**src/tma_pkg.sv**
```systemverilog
package tma_pkg;

    localparam int RING_DEPTH  = 16;
    localparam int READING_W   = 13;
    localparam int WORD_W      = 16;
    localparam int SCALE_SHIFT = 4;     // quarter degree to 1/64 degree
    localparam int AVG_W       = 17;
    localparam int AVG_MAX     = ((1 << READING_W) - 1) << SCALE_SHIFT;

    localparam int SLOT_W     = (RING_DEPTH > 1) ? $clog2(RING_DEPTH) : 1;
    localparam int COUNT_W    = $clog2(RING_DEPTH + 1);
    localparam int TOTAL_W    = $clog2(RING_DEPTH * ((1 << READING_W) - 1) + 1);
    localparam int DIVIDEND_W = TOTAL_W + SCALE_SHIFT;
    localparam int STEP_W     = $clog2(DIVIDEND_W + 1);

    localparam logic CMD_SAMPLE = 1'b0;
    localparam logic CMD_READ   = 1'b1;

    typedef struct packed {
        logic              command;
        logic [WORD_W-1:0] sensor_word;
        logic              read_failed;
    } t_in_item;

    typedef struct packed {
        logic [AVG_W-1:0] average_temp;
        logic             no_data;
    } t_out_item;

    typedef enum logic [1:0] {
        S_IDLE,
        S_SAMPLE,
        S_DIV,
        S_DONE
    } t_state;

endpackage

```
**src/tma_divider.sv**
```systemverilog
module tma_divider
    import tma_pkg::*;
(
    input  logic                  i_clk,
    input  logic                  i_rst_n,
    input  logic                  i_start,
    input  logic [DIVIDEND_W-1:0] i_dividend,
    input  logic [COUNT_W-1:0]    i_divisor,
    output logic                  o_done,
    output logic [AVG_W-1:0]      o_quotient
);

    logic                  r_busy;
    logic                  r_done;
    logic [STEP_W-1:0]     r_cnt;
    logic [COUNT_W:0]      r_rem;
    logic [DIVIDEND_W-1:0] r_quo;
    logic [COUNT_W-1:0]    r_div;

    logic [COUNT_W:0]      w_shift;
    logic [COUNT_W:0]      w_diff;
    logic                  w_fit;

    // Restoring division, one quotient bit a cycle.
    assign w_shift = {r_rem[COUNT_W-1:0], r_quo[DIVIDEND_W-1]};
    assign w_diff  = w_shift - {1'b0, r_div};
    assign w_fit   = (w_shift >= {1'b0, r_div});

    always_ff @(posedge i_clk) begin
        if (!i_rst_n) begin
            r_busy <= 1'b0;
            r_done <= 1'b0;
            r_cnt  <= '0;
        end else begin
            r_done <= 1'b0;
            if (i_start) begin
                r_busy <= 1'b1;
                r_cnt  <= STEP_W'(DIVIDEND_W);
            end else if (r_busy) begin
                r_cnt <= r_cnt - 1'b1;
                if (r_cnt == STEP_W'(1)) begin
                    r_busy <= 1'b0;
                    r_done <= 1'b1;
                end
            end
        end
    end

    always_ff @(posedge i_clk) begin
        if (i_start) begin
            r_rem <= '0;
            r_quo <= i_dividend;
            r_div <= i_divisor;
        end else if (r_busy) begin
            r_rem <= w_fit ? w_diff : w_shift;
            r_quo <= {r_quo[DIVIDEND_W-2:0], w_fit};
        end
    end

    assign o_done     = r_done;
    assign o_quotient = r_quo[AVG_W-1:0];

endmodule

```
**src/thermocouple_moving_average_core.sv**
```systemverilog
// Thermocouple moving average core.
// Input channel (i_valid / o_ready / i_data) carries commands. A sample
// command stores the low 13 bits of sensor_word (quarter degrees) in a
// 16-entry ring, dropping the oldest entry when the ring is full; a sample
// with read_failed set empties the ring instead. A sample is only taken
// while the sample enable flag is set, and taking it clears the flag; a
// sample arriving while the flag is clear is accepted and dropped.
// A read command sets the flag again and produces one output item on
// (o_valid / i_ready / o_data): the mean in 1/64 degree, or no_data = 1
// when the ring is empty. Sample commands produce no output.
// Timing: a sample passes through S_SAMPLE before the core is idle again.
// A read of a non-empty ring runs a restoring divider, one quotient bit
// per cycle over the 21-bit scaled total, then moves the result through
// S_DONE into the output register; an empty read goes straight to S_DONE.
// One item is in flight at a time and o_ready is high only while the
// sequencer is idle. The output register holds a result until taken; the
// core keeps taking commands meanwhile and waits only when a new result
// must be loaded.
// Reset empties the ring (count, oldest slot, total), drops any output
// item and sets the flag.
module thermocouple_moving_average_core
    import tma_pkg::*;
(
    input  logic      i_clk,
    input  logic      i_rst_n,
    input  logic      i_valid,
    output logic      o_ready,
    input  t_in_item  i_data,
    output logic      o_valid,
    input  logic      i_ready,
    output t_out_item o_data
);

    t_state              r_state, n_state;
    logic                r_enable, n_enable;
    logic [COUNT_W-1:0]  r_count, n_count;
    logic [SLOT_W-1:0]   r_oldest, n_oldest;
    logic [TOTAL_W-1:0]  r_total, n_total;
    logic                r_out_valid, n_out_valid;

    // Payload held without reset.
    logic [READING_W-1:0] r_word;
    logic                 r_failed;
    t_out_item            r_pend, n_pend;
    t_out_item            r_out_data, n_out_data;
    logic                 n_load_pend;

    // Ring memory with registered read at the oldest slot.
    logic [READING_W-1:0] r_ring [RING_DEPTH];
    logic [READING_W-1:0] r_rd_data;
    logic                 w_wr_en;
    logic [SLOT_W-1:0]    w_wr_slot;

    logic                 w_accept;
    logic                 w_full;
    logic [SLOT_W:0]      w_slot_sum;
    logic                 w_div_start;
    logic                 w_div_done;
    logic [AVG_W-1:0]     w_quotient;

    assign w_accept = i_valid && o_ready;
    assign o_ready  = (r_state == S_IDLE);
    assign w_full   = (r_count == COUNT_W'(RING_DEPTH));

    // Next free slot: oldest plus count, wrapped once.
    assign w_slot_sum = {1'b0, r_oldest} + {1'b0, r_count[SLOT_W-1:0]};
    always_comb begin
        if (w_full) begin
            w_wr_slot = r_oldest;
        end else if (w_slot_sum >= (SLOT_W + 1)'(RING_DEPTH)) begin
            w_wr_slot = SLOT_W'(w_slot_sum - (SLOT_W + 1)'(RING_DEPTH));
        end else begin
            w_wr_slot = w_slot_sum[SLOT_W-1:0];
        end
    end

    assign w_wr_en = (r_state == S_SAMPLE) && !r_failed;

    assign w_div_start = w_accept && (i_data.command == CMD_READ) && (r_count != '0);

    tma_divider u_divider (
        .i_clk      (i_clk),
        .i_rst_n    (i_rst_n),
        .i_start    (w_div_start),
        .i_dividend ({r_total, SCALE_SHIFT'(0)}),
        .i_divisor  (r_count),
        .o_done     (w_div_done),
        .o_quotient (w_quotient)
    );

    always_comb begin
        n_state     = r_state;
        n_enable    = r_enable;
        n_count     = r_count;
        n_oldest    = r_oldest;
        n_total     = r_total;
        n_pend      = r_pend;
        n_load_pend = 1'b0;
        n_out_valid = r_out_valid && !i_ready;
        n_out_data  = r_out_data;

        unique case (r_state)
            S_IDLE: begin
                if (w_accept) begin
                    if (i_data.command == CMD_READ) begin
                        n_enable = 1'b1;
                        if (r_count == '0) begin
                            n_pend.average_temp = '0;
                            n_pend.no_data      = 1'b1;
                            n_load_pend         = 1'b1;
                            n_state             = S_DONE;
                        end else begin
                            n_state = S_DIV;
                        end
                    end else if (r_enable) begin
                        // Take the sample and close the gate until the next read.
                        n_enable = 1'b0;
                        n_state  = S_SAMPLE;
                    end
                end
            end
            S_SAMPLE: begin
                if (r_failed) begin
                    n_count  = '0;
                    n_oldest = '0;
                    n_total  = '0;
                end else if (w_full) begin
                    // Drop the oldest entry and reuse its slot.
                    n_total  = r_total - TOTAL_W'(r_rd_data) + TOTAL_W'(r_word);
                    n_oldest = (r_oldest == SLOT_W'(RING_DEPTH - 1)) ? '0 : r_oldest + 1'b1;
                end else begin
                    n_total = r_total + TOTAL_W'(r_word);
                    n_count = r_count + 1'b1;
                end
                n_state = S_IDLE;
            end
            S_DIV: begin
                if (w_div_done) begin
                    n_pend.average_temp = w_quotient;
                    n_pend.no_data      = 1'b0;
                    n_load_pend         = 1'b1;
                    n_state             = S_DONE;
                end
            end
            S_DONE: begin
                // Hold the result until the output register is free.
                if (!r_out_valid || i_ready) begin
                    n_out_valid = 1'b1;
                    n_out_data  = r_pend;
                    n_state     = S_IDLE;
                end
            end
            default: begin
                n_state = S_IDLE;
            end
        endcase
    end

    always_ff @(posedge i_clk) begin
        if (!i_rst_n) begin
            r_state     <= S_IDLE;
            r_enable    <= 1'b1;
            r_count     <= '0;
            r_oldest    <= '0;
            r_total     <= '0;
            r_out_valid <= 1'b0;
        end else begin
            r_state     <= n_state;
            r_enable    <= n_enable;
            r_count     <= n_count;
            r_oldest    <= n_oldest;
            r_total     <= n_total;
            r_out_valid <= n_out_valid;
        end
    end

    always_ff @(posedge i_clk) begin
        if (w_accept) begin
            r_word   <= i_data.sensor_word[READING_W-1:0];
            r_failed <= i_data.read_failed;
        end
        if (n_load_pend) begin
            r_pend <= n_pend;
        end
        r_out_data <= n_out_data;
    end

    always_ff @(posedge i_clk) begin
        if (w_wr_en) begin
            r_ring[w_wr_slot] <= r_word;
        end
        r_rd_data <= r_ring[r_oldest];
    end

    assign o_valid = r_out_valid;
    assign o_data  = r_out_data;

endmodule

```
**config.mk**
```make
export PLATFORM = sky130hd
export DESIGN_NAME = thermocouple_moving_average_core
export DESIGN_NICKNAME = d
export VERILOG_FILES = /design/src/tma_pkg.sv /design/src/tma_divider.sv /design/src/thermocouple_moving_average_core.sv
export SDC_FILE = /design/constraint.sdc
export NUM_CORES = 1
export LEC_CHECK = 0
export ABC_CLOCK_PERIOD_IN_PS = 4200
export BUFFER_PORTS_ARGS = -buffer_cell sky130_fd_sc_hd__buf_2
export CELL_PAD_IN_SITES_DETAIL_PLACEMENT = 0
export CELL_PAD_IN_SITES_GLOBAL_PLACEMENT = 1
export CORE_UTILIZATION = 53
export DETAILED_ROUTE_END_ITERATION = 8
export PLACE_DENSITY = 0.82
export SYNTH_ARGS = -nofsm -noshare
export SYNTH_HDL_FRONTEND = slang
export SYNTH_SLANG_ARGS = --single-unit
export TNS_END_PERCENT = 50
```
**constraint.sdc**
```tcl
create_clock -name i_clk -period 4.2 [get_ports i_clk]
set_input_delay 0.84 -clock i_clk [delete_from_list [all_inputs] [get_ports i_clk]]
set_output_delay 0.84 -clock i_clk [all_outputs]
set_load 0.01 [all_outputs]
```
### Word-level counts from Yosys, hierarchy flattened

Memories as Yosys holds them, arrays and structs flattened. A register that Yosys moved wholly into a read port is not among the register bits.
Index checks and enable logic that the tools add are counted.

| operators by class | value |
|---|---|
| $add $sub $neg | 9 |
| magnitude comparators | 2 |
| eq/ne operators | 13 |
| muxes and demuxes | 40 |
| bitwise operators | 2 |
| reduce and logical (&&, ||, !) cells | 23 |

Operators by type and width:

| kind | count |
|---|---|
| 2-to-1 mux 18 bit | 4 |
| 2-to-1 mux 21 bit | 2 |
| one-hot mux 18 bit (2 select lines) | 1 |
| adder 17 x 13 -> 17 bit | 2 |
| 2-to-1 mux 17 bit | 2 |
| 2-to-1 mux 5 bit | 5 |
| 2-to-1 mux 4 bit | 5 |
| subtractor 17 x 13 -> 17 bit | 1 |
| 2-to-1 mux 1 bit | 14 |
| 2-to-1 mux 2 bit | 5 |
| != test 2 x 1 -> 1 bit (second input constant) | 4 |
| one-hot mux 2 bit (4 select lines) | 1 |
| AND reduction 2 bit | 4 |
| greater-or-equal comparator 6 x 5 -> 1 bit | 1 |
| AND reduction 6 bit | 1 |
| nonzero test 2 bit | 3 |
| adder 4 x 4 -> 5 bit | 1 |
| adder 5 x 1 -> 5 bit (second input constant) | 1 |
| equality test 5 x 1 -> 1 bit (second input constant) | 1 |
| equality test 5 bit (second input constant) | 1 |
| greater-or-equal comparator 5 bit (second input constant) | 1 |
| logical AND 1 bit | 5 |
| logical NOT 5 bit | 1 |
| nonzero test 5 bit | 1 |
| other kinds (17) | 22 |

| word-level totals | value |
|---|---|
| register bits | 118 |
| RAM bits | 208 |
| input bits | 22 |
| memories kept | 1 |

Memories:

| name | depth | bits a word | rd ports | clocked after Yosys merged registers in | wr ports | RTL line | text |
|---|---|---|---|---|---|---|---|
| r_ring | 16 | 13 | 1 | 1 | 1 | thermocouple_moving_average_core.sv:49 | `logic [READING_W-1:0] r_ring [RING_DEPTH];` |

### Logic depth before layout (Yosys ltp)

| logic depth | value |
|---|---|
| depth in word-level cells | 6 |
| gate-level depth with buffers | 12 |
| mapped depth without buffers | 12 |

### By module

From an unflattened synthesis, not the netlist that was laid out.

| unflattened totals | value |
|---|---|
| cell total of the unflattened synthesis | 1002 |
| area, all modules | 15095.7 um^2 |

Modules (own cells, without submodules):

| module | times used | cells each | area each (um^2) | sequential area each (um^2) |
|---|---|---|---|---|
| thermocouple_moving_average_core | 1 | 848 | 13187.6 | 8608.3 |
| tma_divider | 1 | 154 | 1908.1 | 1021.0 |

### Worst setup path before layout

No wires, ideal clock.

| timing | value |
|---|---|
| path kind | reg2reg |
| from | register r_word[1] |
| to | register r_total[16] |
| library setup time | 114 ps |
| arrival time | 2856 ps |
| path slack | 1230 ps |
| stages on the path, launching flop included | 12 |
| period minus slack after synthesis | 2970 ps |
| path through | edfxtp_1 > inv_1 > fa_1 > inv_1 > fa_1 > a21oi_1 > nand4b_1 > a21boi_1 > o211a_1 > a311o_1 > nand2_1 > a21bo_1 |

| between the ends | value |
|---|---|
| longest elaborated chain between the ends | 3 |
| elaborated cells between the ends (all ways) | 4 |

RTL lines:

| element | RTL line | text |
|---|---|---|
| start, declared | thermocouple_moving_average_core.sv:42 | `logic [READING_W-1:0] r_word;` |
| start signal, assigned | thermocouple_moving_average_core.sv:179 | `r_word <= i_data.sensor_word[READING_W-1:0];` |
| adder 17 x 13 -> 17 bit (on tied branches) | thermocouple_moving_average_core.sv:132, thermocouple_moving_average_core.sv:129 |  |
| 2-to-1 mux 17 bit (*) | thermocouple_moving_average_core.sv:127 | `end else if (w_full) begin` |
| 2-to-1 mux 17 bit (*) | thermocouple_moving_average_core.sv:123 | `if (r_failed) begin` |
| end signal, assigned | thermocouple_moving_average_core.sv:172 | `r_total <= n_total;` |
| end, declared | thermocouple_moving_average_core.sv:38 | `logic [TOTAL_W-1:0] r_total, n_total;` |

Mark *: on every way between the ends. The rest lies on a longest branch, timed or not.
A chain may end at the register's enable or synchronous reset.

### Worst setup path after layout

Ends and elaborated chain as after synthesis.

==> impl_metrics.ini <==
[run_status]
status = completed

[clock_network]
htreeDepth = 2
numCtsBuffers = 36
clk_pin_slew_ns = 0.06
cts-hold-fix-buffers = 0
cts-root-buf = clkbuf_16
cts_tree = yes
clock-sinks = 339
cts_buffer_depth = 3
insertion_delay_ns = 0.53
cts_setup_buffers = 0
cts_resized = 0

[grt]
antenna_found_initial = 0
grt_max_degree = 58
grt_overflow = 0
track_usage = 0.2263
grt_pass1_vias = 8660
use_met2 = 0.3887
grt_pass1_wl_um = 49110
grtUsageMet1 = 0.2944
gr-usage-met3 = 0.03336
busiest_layer = met2

[yosys]
synthesis.nets = 1123
synth_area_um2 = 15170
synth-edff-count = 280
synth.distinct_cells = 68
synthFlopType = edfxtp_1
syn_inst = 1040
synth_top_area_share = 0.5542
synth-seq-cells = 339
synth_top_area_cell = edfxtp_1
yosys_warnings = 0
ys_async_sr_fraction = 0
synth_seq_area_share = 0.6321
postSynthAreaPerCell_um2 = 14.59
synth.area.top_cells = edfxtp_1, mux4_2, dfxtp_1

[placed_design]
port_buffers = 38
dpl_worst_slack_ns = 0.7606
gp_congestion = 0.8693
placed_cell_area_um2 = 15840
dpl.hpwl_um = 19770
place_inst = 1437

[power]
total_leakage_power_nw = 6.034
finalPower_mw = 7.618
irDropWorstVdd_mv = 0.4102
power.density_nw_per_um2 = 446.5

[route]
drc_errors = 0
drt_wl_total_um = 31430
drtPass1Iterations = 5
via_per_inst = 5.741
wire_per_inst_um = 20.91
num_vias = 8628
dr.first_iter.drc_count = 632
ant_nets = 0

[critical_path]
regToRegStartpoint = r_word[1]
crit_type = reg2reg
cp-start-kind = register
path_max_fanout = 18
r2r_cells = 11
worstPathArrival_ns = 3.90
critPathLaunch = r_word[1]
cp.required_ns = 4.63
timing.rr.end = r_total[16]
r2r_slack_ns = 0.72
cp-end-kind = register

[final_layout]
layout_common_cells = edfxtp_1, inv_1, mux4_2
layoutNonFillerInstCount = 1503
utilization = 0.6107
layout-drive-gt1-share = 0.1804
area_delta_synth_final_pct = 12.45
diodes = 0
final_common_cell = edfxtp_1
layout.nets = 1180
fin_area_um2 = 17060

[floorplan]
core-area_um2 = 27930
rows = 61
die_h_um = 171.2
die_w_um = 171.2
dieArea_um2 = 29300
ioPinCount = 42
initial_utilization = 0.5431

[sta]
slew_headroom = 0.3314
clock.fmax_mhz = 287.5
finalSetupViolCount = 0
rsz0062_at_grt = false
setup_tns_ns = 0
period_share = 0.8281
period_needed_ns = 3.478
skew_ns = 0.02078
tightest_slew_ns = 1.001
hold_viol_final = 0
fin_ws_ns = 0.7218
holdWs_ns = 0.4166
slew_violations = 0

[hold_path]
min_path_cells = 0
holdPathEnd = o_data[6]
hold_class = reg2reg
hp-start = r_pend[6]

[run]
maxCapViolCount = 0
-- critical path: stages (launching register included) --
cell	delay, ns
edfxtp_1	0.75
inv_1	0.19
fa_1	0.53
inv_1	0.06
fa_1	0.46
a21oi_1	0.22
nand4b_1	0.20
a21boi_1	0.12
o211a_1	0.24
a311o_1	0.34
nand2_1	0.06
a21bo_1	0.18
-- cell families (layout without fill, tap and decap cells) --
logic type      count (synthesis)  after routing  share of synthesized area
buf+inv                       124            209                    0.03315
flops                         339            339                     0.6321
mux                            75             75                     0.1033
compound gates                179            179                    0.07728
simple gates                  232            232                    0.07868
xor+xnor                       30             30                    0.01732
fa+ha+maj                      61             61                    0.05823
-- report_power, final --
group | switching [mW] | total, mW | internal [mW]
Clock | 1.28 | 3.19 | 1.91
Combinational | 0.342 | 0.589 | 0.247
Sequential | 0.100 | 3.84 | 3.74
-- registers in the layout, indices dropped and copies added, names as in the netlist --
signal            count
o_data               18
o_valid               1
r_count               5
r_enable              1
r_failed              1
r_oldest              4
r_pend               18
r_rd_data            13
r_ring              208
r_state               2
r_total              17
r_word               13
u_divider.o_done      1
u_divider.r_busy      1
u_divider.r_cnt       5
u_divider.r_div       5
u_divider.r_quo      21
u_divider.r_rem       5
-- final cells by class --
class	count	area, µm²
clock buffers	55	1032
inverters	77	289.0
repair buffers	66	400.4
flip-flops and latches	339	9594
multi-input cells	577	5085
clock inverters	11	186.4
fillers	2120	10870
well taps	378	473.0
-- worst max path at each step --
stage	slack (ns)	end
after floorplan	1.23	r_total[16]
after global placement	0.85	r_total[16]
after detailed placement	0.76	r_total[16]
after CTS	0.75	r_total[16]
after global routing	0.51	r_total[16]
final	0.72	r_total[16]
-- synth_stat cells, drive strengths merged, types with 4 or more instances --
library cell,n
edfxtp,280
nand4,5
inv,77
nand3,30
dfxtp,59
o211ai,8
nor2b,17
nor2,56
and3,4
clkbuf,15
a211oi,7
nor3,17
o21a,8
buf,32
a21o,14
fa,16
a31oi,6
mux4,65
o21bai,5
a22oi,10
a21oi,40
o21ai,53
nor3b,5
nand2,49
xor2,16
mux2i,8
and2,21
a21boi,7
xnor2,14
nand2b,12
ha,45
-- per-layer routing --
metal  vias up  wire length (µm)  share of wire
met5         -                 0              0
met4         0               952          0.030
met3        71              1497          0.048
met2       248             15810           0.50
met1      4282             13160           0.42
li1       4027                 -              -
Note: power is estimated with default switching activity, not from simulation.
